`src/sv/nibble_precision_register_alu_unit_defines.svh`:
```
// ---------------------------------------------------------------------------
// Nibble precision register ALU - assertion macros
// Shared property forms for the checks at the end of the top level.
// ---------------------------------------------------------------------------
`ifndef NIBBLE_PRECISION_REGISTER_ALU_UNIT_DEFINES_SVH
`define NIBBLE_PRECISION_REGISTER_ALU_UNIT_DEFINES_SVH

// same-cycle implication
`define NPRA_ASSERT_NOW(lbl, ante, cons, msg) \
  lbl: assert property (@(posedge clk) disable iff (!rst_n) (ante) |-> (cons)) \
    else $error(msg);

// next-cycle implication
`define NPRA_ASSERT_NEXT(lbl, ante, cons, msg) \
  lbl: assert property (@(posedge clk) disable iff (!rst_n) (ante) |=> (cons)) \
    else $error(msg);

`endif

```
`src/sv/npra_pkg.sv`:
```
// ---------------------------------------------------------------------------
// npra_pkg
// Shared constants, codes and types of the nibble precision register ALU.
// ---------------------------------------------------------------------------
package npra_pkg;

  localparam int NUM_REGS = 16;
  localparam int NIBBLES  = 4;
  localparam int REG_W    = 4 * NIBBLES;
  localparam int IDX_W    = (NUM_REGS > 1) ? $clog2(NUM_REGS) : 1;
  localparam int BITS_W   = $clog2(REG_W + 1);

  localparam logic [2:0] CMD_RSUB = 3'd0;
  localparam logic [2:0] CMD_INC  = 3'd1;
  localparam logic [2:0] CMD_DEC  = 3'd2;
  localparam logic [2:0] CMD_SHL  = 3'd3;
  localparam logic [2:0] CMD_SHR  = 3'd4;

  localparam logic STATUS_OK  = 1'b0;
  localparam logic STATUS_BAD = 1'b1;

  typedef enum logic {
    ST_IDLE,
    ST_EXEC
  } state_t;

  typedef struct packed {
    logic [2:0]       cmd;
    logic [IDX_W-1:0] idx_x;
    logic [15:0]      amount;
    logic [1:0]       precision;
    logic             bad;
  } op_t;

  typedef struct packed {
    logic [REG_W-1:0] value;
    logic             zero;
  } alu_res_t;

  // Field width in bits for a precision code, limited to the register.
  function automatic logic [BITS_W-1:0] field_bits(input logic [1:0] prec);
    int nib;
    nib = int'(prec) + 1;
    if (nib > NIBBLES) nib = NIBBLES;
    return BITS_W'(4 * nib);
  endfunction

endpackage

```
`src/sv/npra_ch_if.sv`:
```
// ---------------------------------------------------------------------------
// npra_in_if / npra_out_if
// Valid/ready channels for instructions and results.
// ---------------------------------------------------------------------------
interface npra_in_if;
  logic        valid;
  logic        ready;
  logic [2:0]  cmd;
  logic [4:0]  reg_x;
  logic [4:0]  reg_y;
  logic [15:0] amount;
  logic [1:0]  precision;

  modport source (output valid, cmd, reg_x, reg_y, amount, precision, input ready);
  modport sink   (input valid, cmd, reg_x, reg_y, amount, precision, output ready);
endinterface

interface npra_out_if;
  logic        valid;
  logic        ready;
  logic        status;
  logic        zero;
  logic [15:0] value;
  logic [1:0]  delay;

  modport source (output valid, status, zero, value, delay, input ready);
  modport sink   (input valid, status, zero, value, delay, output ready);
endinterface

```
`src/sv/npra_rf.sv`:
```
// ---------------------------------------------------------------------------
// npra_rf
// Register file: one write port, two registered read ports, per-entry
// valid bits so that unwritten entries read as zero straight after reset.
// ---------------------------------------------------------------------------
module npra_rf
  import npra_pkg::*;
(
  input  logic             clk,
  input  logic             rst_n,
  input  logic             rd_en,
  input  logic [IDX_W-1:0] rd_addr_x,
  input  logic [IDX_W-1:0] rd_addr_y,
  output logic [REG_W-1:0] rd_data_x,
  output logic [REG_W-1:0] rd_data_y,
  input  logic             wr_en,
  input  logic [IDX_W-1:0] wr_addr,
  input  logic [REG_W-1:0] wr_data
);

  logic [REG_W-1:0]    mem [NUM_REGS];
  logic [NUM_REGS-1:0] vld_r;
  logic [REG_W-1:0]    dx_r;
  logic [REG_W-1:0]    dy_r;
  logic                vx_r;
  logic                vy_r;

  always_ff @(posedge clk) begin
    if (wr_en) begin
      mem[wr_addr] <= wr_data;
    end
    if (rd_en) begin
      dx_r <= mem[rd_addr_x];
      dy_r <= mem[rd_addr_y];
    end
  end

  always_ff @(posedge clk) begin
    if (!rst_n) begin
      vld_r <= '0;
      vx_r  <= 1'b0;
      vy_r  <= 1'b0;
    end else begin
      if (wr_en) begin
        vld_r[wr_addr] <= 1'b1;
      end
      if (rd_en) begin
        vx_r <= vld_r[rd_addr_x];
        vy_r <= vld_r[rd_addr_y];
      end
    end
  end

  assign rd_data_x = vx_r ? dx_r : '0;
  assign rd_data_y = vy_r ? dy_r : '0;

endmodule

```
`src/sv/npra_alu.sv`:
```
// ---------------------------------------------------------------------------
// npra_alu
// Field arithmetic: reverse subtract, add, subtract and logical shifts on
// the low precision+1 nibbles, upper nibbles merged back unchanged.
// ---------------------------------------------------------------------------
module npra_alu
  import npra_pkg::*;
(
  input  op_t              op,
  input  logic [REG_W-1:0] cur_x,
  input  logic [REG_W-1:0] cur_y,
  output alu_res_t         res
);

  logic [BITS_W-1:0] bits;
  logic [REG_W-1:0]  fmask;
  logic [REG_W-1:0]  fx;
  logic [REG_W-1:0]  fy;
  logic [REG_W-1:0]  amt;
  logic              big_shift;
  logic [REG_W-1:0]  raw;
  logic [REG_W-1:0]  fres;

  always_comb begin
    bits      = field_bits(op.precision);
    fmask     = ~({REG_W{1'b1}} << bits);
    fx        = cur_x & fmask;
    fy        = cur_y & fmask;
    amt       = REG_W'(op.amount);
    big_shift = (op.amount >= 16'(bits));
    case (op.cmd)
      CMD_RSUB: raw = fy - fx;
      CMD_INC:  raw = fx + amt;
      CMD_DEC:  raw = fx - amt;
      CMD_SHL:  raw = big_shift ? '0 : (fx << op.amount);
      default:  raw = big_shift ? '0 : (fx >> op.amount);
    endcase
    fres      = raw & fmask;
    res.value = (cur_x & ~fmask) | fres;
    res.zero  = (fres == '0);
  end

endmodule

```
`src/sv/nibble_precision_register_alu_unit.sv`:
```
// ---------------------------------------------------------------------------
// nibble_precision_register_alu_unit
// Runs one register instruction per transaction on a file of sixteen
// 16-bit registers held in a synchronous memory.
//
//   channel  role    payload
//   in_ch    sink    cmd, reg_x, reg_y, amount, precision
//   out_ch   source  status, zero, value, delay
//
// Each transaction: register file read, then execute and write back.
// The registered memory read port sets the read step; execute stalls while
// the output register still holds an untaken result, and a new transaction
// is taken while that result waits. Reset is synchronous; the register file
// reads as zero at once through per-entry valid bits, with no clearing pass.
// ---------------------------------------------------------------------------
module nibble_precision_register_alu_unit
  import npra_pkg::*;
(
  input  logic              clk,
  input  logic              rst_n,
  npra_in_if.sink           in_ch,
  npra_out_if.source        out_ch
);

  state_t           state_r, state_nxt;
  op_t              op_r, op_nxt;
  logic             zflag_r, zflag_nxt;
  logic             out_valid_r, out_valid_nxt;
  logic             out_status_r;
  logic             out_zero_r;
  logic [15:0]      out_value_r;
  logic [1:0]       out_delay_r;

  logic             accept;
  logic             done;
  logic             rf_we;
  logic             in_ready;
  logic             x_ok;
  logic             y_ok;
  logic [REG_W-1:0] rd_x;
  logic [REG_W-1:0] rd_y;
  logic [IDX_W-1:0] idx_y;
  alu_res_t         alu_res;

  assign x_ok   = (in_ch.reg_x != 5'd0) && (int'(in_ch.reg_x) <= NUM_REGS);
  assign y_ok   = (in_ch.reg_y != 5'd0) && (int'(in_ch.reg_y) <= NUM_REGS);
  assign idx_y  = IDX_W'(in_ch.reg_y - 5'd1);
  assign accept = in_ch.valid && in_ready;

  always_comb begin
    op_nxt           = op_r;
    if (accept) begin
      op_nxt.cmd       = in_ch.cmd;
      op_nxt.idx_x     = IDX_W'(in_ch.reg_x - 5'd1);
      op_nxt.amount    = in_ch.amount;
      op_nxt.precision = in_ch.precision;
      op_nxt.bad       = (in_ch.cmd > CMD_SHR) || !x_ok ||
                         ((in_ch.cmd == CMD_RSUB) && !y_ok);
    end
  end

  // next state
  always_comb begin
    state_nxt = state_r;
    unique case (state_r)
      ST_IDLE: if (in_ch.valid) state_nxt = ST_EXEC;
      ST_EXEC: if (!out_valid_r || out_ch.ready) state_nxt = ST_IDLE;
      default: state_nxt = ST_IDLE;
    endcase
  end

  // FSM outputs
  always_comb begin
    in_ready = 1'b0;
    done     = 1'b0;
    unique case (state_r)
      ST_IDLE: in_ready = 1'b1;
      ST_EXEC: done     = !out_valid_r || out_ch.ready;
      default: ;
    endcase
  end

  assign rf_we = done && !op_r.bad;

  npra_rf u_rf (
    .clk       (clk),
    .rst_n     (rst_n),
    .rd_en     (accept),
    .rd_addr_x (op_nxt.idx_x),
    .rd_addr_y (idx_y),
    .rd_data_x (rd_x),
    .rd_data_y (rd_y),
    .wr_en     (rf_we),
    .wr_addr   (op_r.idx_x),
    .wr_data   (alu_res.value)
  );

  npra_alu u_alu (
    .op    (op_r),
    .cur_x (rd_x),
    .cur_y (rd_y),
    .res   (alu_res)
  );

  assign zflag_nxt     = rf_we ? alu_res.zero : zflag_r;
  assign out_valid_nxt = done ? 1'b1 : (out_ch.ready ? 1'b0 : out_valid_r);

  always_ff @(posedge clk) begin
    if (!rst_n) begin
      state_r     <= ST_IDLE;
      zflag_r     <= 1'b0;
      out_valid_r <= 1'b0;
    end else begin
      state_r     <= state_nxt;
      zflag_r     <= zflag_nxt;
      out_valid_r <= out_valid_nxt;
    end
  end

  always_ff @(posedge clk) begin
    op_r <= op_nxt;
    if (done) begin
      out_status_r <= op_r.bad ? STATUS_BAD : STATUS_OK;
      out_zero_r   <= zflag_nxt;
      out_value_r  <= op_r.bad ? 16'd0 : 16'(alu_res.value);
      out_delay_r  <= op_r.bad ? 2'd0 : op_r.precision;
    end
  end

  assign in_ch.ready   = in_ready;
  assign out_ch.valid  = out_valid_r;
  assign out_ch.status = out_status_r;
  assign out_ch.zero   = out_zero_r;
  assign out_ch.value  = out_value_r;
  assign out_ch.delay  = out_delay_r;

`include "nibble_precision_register_alu_unit_defines.svh"

  `NPRA_ASSERT_NEXT(a_accept_to_exec, accept, state_r == ST_EXEC, "accept did not start execute")
  `NPRA_ASSERT_NEXT(a_done_fills_out, done, out_valid_r, "finished transaction left no result")
  `NPRA_ASSERT_NOW(a_write_only_exec, rf_we, (state_r == ST_EXEC) && !op_r.bad, "stray write")
  `NPRA_ASSERT_NEXT(a_bad_result, done && op_r.bad, (out_status_r == STATUS_BAD) && (out_value_r == 16'd0) && (out_zero_r == zflag_r), "rejected result wrong")

endmodule
```
`src/flat_wrapper.sv`:
```
// flat-port wrapper written by rule: the top's interface ports become plain ports
module nibble_precision_register_alu_unit_flat import npra_pkg::*;
  (clk, rst_n, in_ch_valid, in_ch_cmd, in_ch_reg_x, in_ch_reg_y, in_ch_amount, in_ch_precision, in_ch_ready, out_ch_valid, out_ch_status, out_ch_zero, out_ch_value, out_ch_delay, out_ch_ready);
  npra_in_if in_ch_i ();
  npra_out_if out_ch_i ();
  input  logic clk;
  input  logic rst_n;
  input wire logic [$bits(in_ch_i.valid)-1:0] in_ch_valid;
  input wire logic [$bits(in_ch_i.cmd)-1:0] in_ch_cmd;
  input wire logic [$bits(in_ch_i.reg_x)-1:0] in_ch_reg_x;
  input wire logic [$bits(in_ch_i.reg_y)-1:0] in_ch_reg_y;
  input wire logic [$bits(in_ch_i.amount)-1:0] in_ch_amount;
  input wire logic [$bits(in_ch_i.precision)-1:0] in_ch_precision;
  output wire logic [$bits(in_ch_i.ready)-1:0] in_ch_ready;
  output wire logic [$bits(out_ch_i.valid)-1:0] out_ch_valid;
  output wire logic [$bits(out_ch_i.status)-1:0] out_ch_status;
  output wire logic [$bits(out_ch_i.zero)-1:0] out_ch_zero;
  output wire logic [$bits(out_ch_i.value)-1:0] out_ch_value;
  output wire logic [$bits(out_ch_i.delay)-1:0] out_ch_delay;
  input wire logic [$bits(out_ch_i.ready)-1:0] out_ch_ready;
  assign in_ch_i.valid = in_ch_valid;
  assign in_ch_i.cmd = in_ch_cmd;
  assign in_ch_i.reg_x = in_ch_reg_x;
  assign in_ch_i.reg_y = in_ch_reg_y;
  assign in_ch_i.amount = in_ch_amount;
  assign in_ch_i.precision = in_ch_precision;
  assign in_ch_ready = in_ch_i.ready;
  assign out_ch_valid = out_ch_i.valid;
  assign out_ch_status = out_ch_i.status;
  assign out_ch_zero = out_ch_i.zero;
  assign out_ch_value = out_ch_i.value;
  assign out_ch_delay = out_ch_i.delay;
  assign out_ch_i.ready = out_ch_ready;
  nibble_precision_register_alu_unit u_core (.clk(clk), .rst_n(rst_n), .in_ch(in_ch_i), .out_ch(out_ch_i));
endmodule
```
`config.mk`:
```
export PLATFORM = sky130hd
export DESIGN_NAME = nibble_precision_register_alu_unit_flat
export DESIGN_NICKNAME = d
export VERILOG_FILES = /design/src/sv/npra_pkg.sv /design/src/sv/npra_ch_if.sv /design/src/sv/npra_rf.sv /design/src/sv/npra_alu.sv /design/src/sv/nibble_precision_register_alu_unit.sv /design/src/flat_wrapper.sv
export VERILOG_INCLUDE_DIRS = /design/src /design/src/sv
export SDC_FILE = /design/constraint.sdc
export NUM_CORES = 1
export LEC_CHECK = 0
export CAP_MARGIN = 5
export CORE_ASPECT_RATIO = 1.1
export CORE_MARGIN = 3
export CORE_UTILIZATION = 30
export CTS_CLUSTER_DIAMETER = 30
export DETAILED_ROUTE_END_ITERATION = 10
export DONT_BUFFER_PORTS = 1
export PLACE_DENSITY = 0.5
export SYNTH_ARGS = -nofsm -noshare
export SYNTH_HDL_FRONTEND = slang
export SYNTH_HIERARCHICAL = 1
export SYNTH_SLANG_ARGS = --single-unit
export TNS_END_PERCENT = 1
```
`constraint.sdc`:
```
create_clock -name clk -period 4.2 [get_ports clk]
set_clock_uncertainty 0.05 [all_clocks]
set_input_delay 0 -clock clk [delete_from_list [all_inputs] [get_ports clk]]
set_output_delay 0 -clock clk [all_outputs]
set_load 0.03 [all_outputs]
```
* After elaboration in Yosys (flattened, before gate mapping)
Memories as Yosys holds them, arrays and structs flattened. A register that Yosys moved wholly into a read port is not among the register bits.
Index checks and enable logic that the tools add are counted.
** Cells by class
- Add/subtract/negate cells :: 6
- $mul :: 0
- Div/mod/pow operators :: 0
- Magnitude comparators :: 9
- Eq/ne operators :: 3
- Shift operators :: 3
- Muxes and demuxes :: 24
- Bitwise operators :: 9
- Reduce and logical (&&, ||, !) cells :: 19
** Operators by type and width (number)
- $and 16x16->16 :: 4
- $mux 16 :: 4
- $pmux 16 s4 :: 1
- $gt 32x4->1 const B :: 1
- $not 16->16 :: 2
- $or 16x16->16 :: 2
- $sub 16x16->16 :: 2
- $mux 23 :: 1
- $add 16x16->16 :: 1
- $ge 16x5->1 :: 1
- $logic_not 16->1 :: 1
- $shl 16x16->16 :: 1
- $shl 16x5->16 const A :: 1
- $shr 16x16->16 :: 1
- $lt 4x5->1 const B :: 3
- $mux 1 :: 13
- $le 5x5->1 const B :: 2
- $reduce_bool 5->1 :: 2
- $bmux 1 s4 :: 2
- $sub 4x1->4 const B :: 2
- $eq 3x2->1 const B :: 2
- $logic_and 1x1->1 :: 6
- $logic_not 3->1 :: 2
- $demux 1 s4 :: 1
- other kinds (10) :: 15
** Storage, ports and cells
- Bits in registers :: 67
- Bits in latches :: 0
- Memory bits (writable) :: 256
- Bits in read-only memories :: 0
- Bits of input ports :: 35
- Output and inout port bits :: 22
- Word-level logic and storage cells :: 89
- Memories :: 1
** Memories
- u_core.u_rf.mem :: depth 16, width 16, read ports 2, clocked after Yosys merged registers in 2, write ports 1, line npra_rf.sv:21 : logic [REG_W-1:0] mem [NUM_REGS];

* Depth between registers and ports, before layout
- Depth after elaboration :: 12
- Depth in mapped cells :: 20
- Gate-level depth less buffers :: 18

* Modules after synthesis
The synthesis kept the hierarchy.
** By module, submodules not included
- npra_rf :: instances 1, cells each 600, area each 13565.5 um^2, sequential area each 9008.6 um^2
- npra_alu :: instances 1, cells each 622, area each 4145.2 um^2, sequential area each 0.0 um^2
- nibble_precision_register_alu_unit :: instances 1, cells each 110, area each 1785.5 um^2, sequential area each 1401.3 um^2

* Least setup slack after synthesis
No wires, ideal clock.
- Path kind :: register -> register
- Start point :: register u_core/op_r[2] in the netlist's numbering
- End point :: register u_core.out_value_r[15] (netlist: u_core/out_ch.value[15]), data pin
- Setup time :: 143 ps
- Data arrival time :: 4217 ps
- Required time :: 4007 ps
- Slack :: -210 ps
- Cell stages (with the launch flop) :: 17
- Path buffers :: 4
- Period minus slack after synthesis :: 4410 ps
- Cell sequence :: edfxtp_1 > ha_1 > clkbuf_1 > clkbuf_1 > or2_2 > clkbuf_1 > and2_1 > ha_1 > buf_2 > a21o_1 > a221o_1 > and2_4 > o311a_1 > o311ai_1 > a21oi_1 > a21oi_1 > nor2b_1
** RTL lines
- start, declared :: line nibble_precision_register_alu_unit.sv:26 : op_t op_r, op_nxt;
- start signal, assigned :: line nibble_precision_register_alu_unit.sv:121 : op_r <= op_nxt;
- end signal, assigned :: line nibble_precision_register_alu_unit.sv:125 : out_value_r <= op_r.bad ? 16'd0 : 16'(alu_res.value);
- end, declared :: line nibble_precision_register_alu_unit.sv:31 : logic [15:0] out_value_r;

==> run summary <==
status: finished, violations left
failing checks: negative hold slack
Final Hold Vio Count: 1
Worst setup SP type: register
vias in the first global route: 13830
Area Overhead vs Synth: 28.3%
CTS tree: built
Crit Path Class: register to register
Placed Area: 21400 sq um
post-synthesis cell type count: 89
Mapped Area: 19500 sq um
Worst Hold Depth: 4
slew margin rel.: 0.229
design area: 25000 sq um
multi-input gate area in the final layout: 8830 sq um
Site Rows: 97
Port Buffers: 0
DP Wirelength: 42.4 mm
Seq cells post-synth: 355
routed len/inst: 25.7 um
first-pass GRT wire length: 92.0 mm
Skew-Pair Late Insertion Delay: 0.62 ns
Final setup viols: 0
period utilization: 0.970
worst hold slack: -0.0213 ns
Die Width: 249 um
async set or reset register ratio after synthesis: 0
crit path DAT: 4.56 ns
total number of yosys warnings: 6
Setup TNS: 0 ns
P_leak: 8.61 nW
Design Power: 0.0120 W
Vias per Instance: 5.37
vias: 13118
Reg clk slew, reported paths: 0.04 ns
Hold EP: u_core/op_r[20]
die area: 68100 sq um
VDD IR-drop max: 0.000314 V
reg2reg start: u_core/op_r[5]
first-pass detailed-route iteration total: 5
worst reg2reg path depth: 17
syn nets: 1408
Max Clock Freq: 245 MHz
final WL: 62.6 mm
Num CTS Buffers: 87
largest net degree at the start of global routing: 68
gr usage total: 0.183
ant diodes: 0
initial antenna violation count: 1
clock buffer depth: 3
CTS sink cnt: 355
Syn Area/Cell: 14.6 sq um
Root Buffer: clkbuf_16
CP Capture Type: register
minimum clock period: 4.08 ns
crit path cell chain: or2_4, nor4_4, a21oi_1, xnor2_1, ha_1, nand2_2, nor3_2, a211oi_2, buf_4, a41oi_2, xor2_1, a211o_2, a211oi_2, a41oi_2, nor4_2, nand2_1, mux2i_1
Worst Path Required: 4.68 ns
Core ar.: 64000 sq um
Register Area: 10400 sq um
critical path fanouts, max: 5
max cap viols: 0
worst hold path class: input port to register
initial DRC count: 1007
remaining routing DRC violations: 0
sequential element share of the synthesized area: 0.534
gpl congestion: 0.908
final net count: 1606
I/O pin cnt: 57
Chip Height: 273 um
starting density of the core: 0.305
Reg2Reg Setup Slack: 0.12 ns
Max Slew Vio Count: 0
beginning of the worst hold path: in_ch_reg_x[0]
gr ovfl total: 0
FF-to-FF End: u_core/zflag_r
fraction of layout cells with a size suffix above 1: 0.342
fillcell total: 5919
Pwr Density: 478 nW/um^2
antenna-violating nets left: 0
ys flop type: edfxtp_1
H-tree levels: 3
final non-filler cell total: 2441
placed instance count: 2224
Gate Count Post-Synth: 1332
Slowest-stage cell, CP: edfxtp_1
Post-synth EDFFs: 330
Worst-Margin Slew: 1.15 ns
RSZ-0062 raised after global routing: true
Worst path max stage delay: 0.41 ns
## sequential cells by signal (all words and copies together) (netlist names), 2 cells and up
register             cells
u_core/out_ch.value     16
u_core/out_ch.delay      2
u_core/u_rf/mem        256
u_core/op_r             26
u_core/u_rf/dx_r        16
u_core/u_rf/vld_r       16
u_core/u_rf/dy_r        16
## cells in the final DEF (no fill, tap or decap), drive strengths merged, types with 9 or more instances in the layout
master       synthesis  routed
mux4               173     173
buf                 41     142
xor2                12      12
nand2b              19      19
clkbuf              43     102
and2                41      41
inv                 44      47
xnor2               28      28
dlygate4sd3          0      51
nor3                35      35
nor2b               31      31
o21ai               59      59
o22ai               14      14
ha                  39      39
clkinv               2      40
or3                  9       9
nand3               15      15
nor2                70      70
o21a                23      23
dfxtp               25      25
nor4                11      11
edfxtp             330     330
a31oi               11      11
a21oi               45      45
mux2i               42      42
nand2               56      56
a211oi               9       9
## synth_stat cells (19+ instances only)
library cell	n	area, sq um
a21oi_1	45	225
and2_1	40	250
buf_2	27	135
clkbuf_1	43	161
dfxtp_1	25	500
edfxtp_1	330	9910
ha_1	39	488
inv_1	41	154
mux2i_1	42	420
mux4_2	173	3900
nand2_1	56	210
nand2b_1	19	119
nor2_1	70	263
nor2b_1	31	194
nor3_1	33	165
o21a_1	23	173
o21ai_0	55	275
xnor2_1	28	245
## layer usage
metal / track usage / routed length (um) / share of wire / vias to the layer above
met4: 0.0805 / 2350 / 0.038 / 0
met2: 0.324 / 32400 / 0.52 / 428
li1: - / - / - / 5776
met3: 0.0329 / 3210 / 0.051 / 139
met5: 0 / 0 / 0 / -
met1: 0.218 / 24700 / 0.39 / 6775
## cell families after synthesis
logic type,Yosys count,share of synthesized area
buffers and inverters,130,0.0312
adder cells (fa/ha/maj),41,0.0271
multiplexers,219,0.224
AO/OA/AOI/OAI,224,0.0760
XOR/XNOR,40,0.0180
AND/OR/NAND/NOR,323,0.0900
flip-flops,355,0.534
## worst max-delay path, delay by kind of cell, from the launching register on
family / cells / cell delay [ns]
and+or+nand+nor: 6 / 1.41
DFF: 1 / 0.41
AOI/OAI and AO/OA: 6 / 1.20
adders and majority gates: 1 / 0.37
xor gates and xnor gates: 2 / 0.24
buffers and inverters: 1 / 0.15
muxes: 1 / 0.17
## report_power, final
part / internal [W] / leakage, nW / switching, W
clock network: 0.00432 / 1.38 / 0.00210
logic: 0.000651 / 3.98 / 0.000768
registers: 0.00404 / 3.25 / 0.0000880
total: 0.00900 / 8.61 / 0.00296
## what timing repair did
| action | in CTS | in global routing |
|---|---|---|
| hold endpoints to repair | 45 | 0 |
| setup buffers | 0 | 7 |
| resized for setup | 0 | 58 |
| setup endpoints to repair | 0 | 101 |
| hold buffers | 51 | 0 |
## cell type report
class,count,area share
clock inverters,57,0.0240
multi-input cells,847,0.353
inverters,46,0.00700
well taps,841,0.0421
repair buffers,193,0.0680
clock buffers,102,0.0901
flip-flops and latches,355,0.416
## worst max path at each step
| stage | slack (ns) | cells after the start | startpoint | to |
|---|---|---|---|---|
| global placement | 0.07 | 18 | u_core/op_r[3] | u_core/out_ch.zero |
| floorplan | -0.08 | 17 | u_core/op_r[2] | u_core/out_ch.zero |
| CTS | 0.05 | 19 | u_core/op_r[3] | u_core/zflag_r |
| detailed placement | 0.11 | 18 | u_core/op_r[3] | u_core/out_ch.zero |
| finish | 0.12 | 17 | u_core/op_r[5] | u_core/zflag_r |
| global route | -0.10 | 20 | u_core/op_r[3] | u_core/zflag_r |
## metrics by stage
stage          utilization  setup WS (ns)
3_3_place_gp         0.334         0.0747
5_1_grt              0.391         -0.102
6_report             0.391          0.125
3_5_place_dp         0.334          0.105
2_1_floorplan            -        -0.0838
4_1_cts              0.387         0.0489
Note: power is estimated with default switching activity, not from simulation.
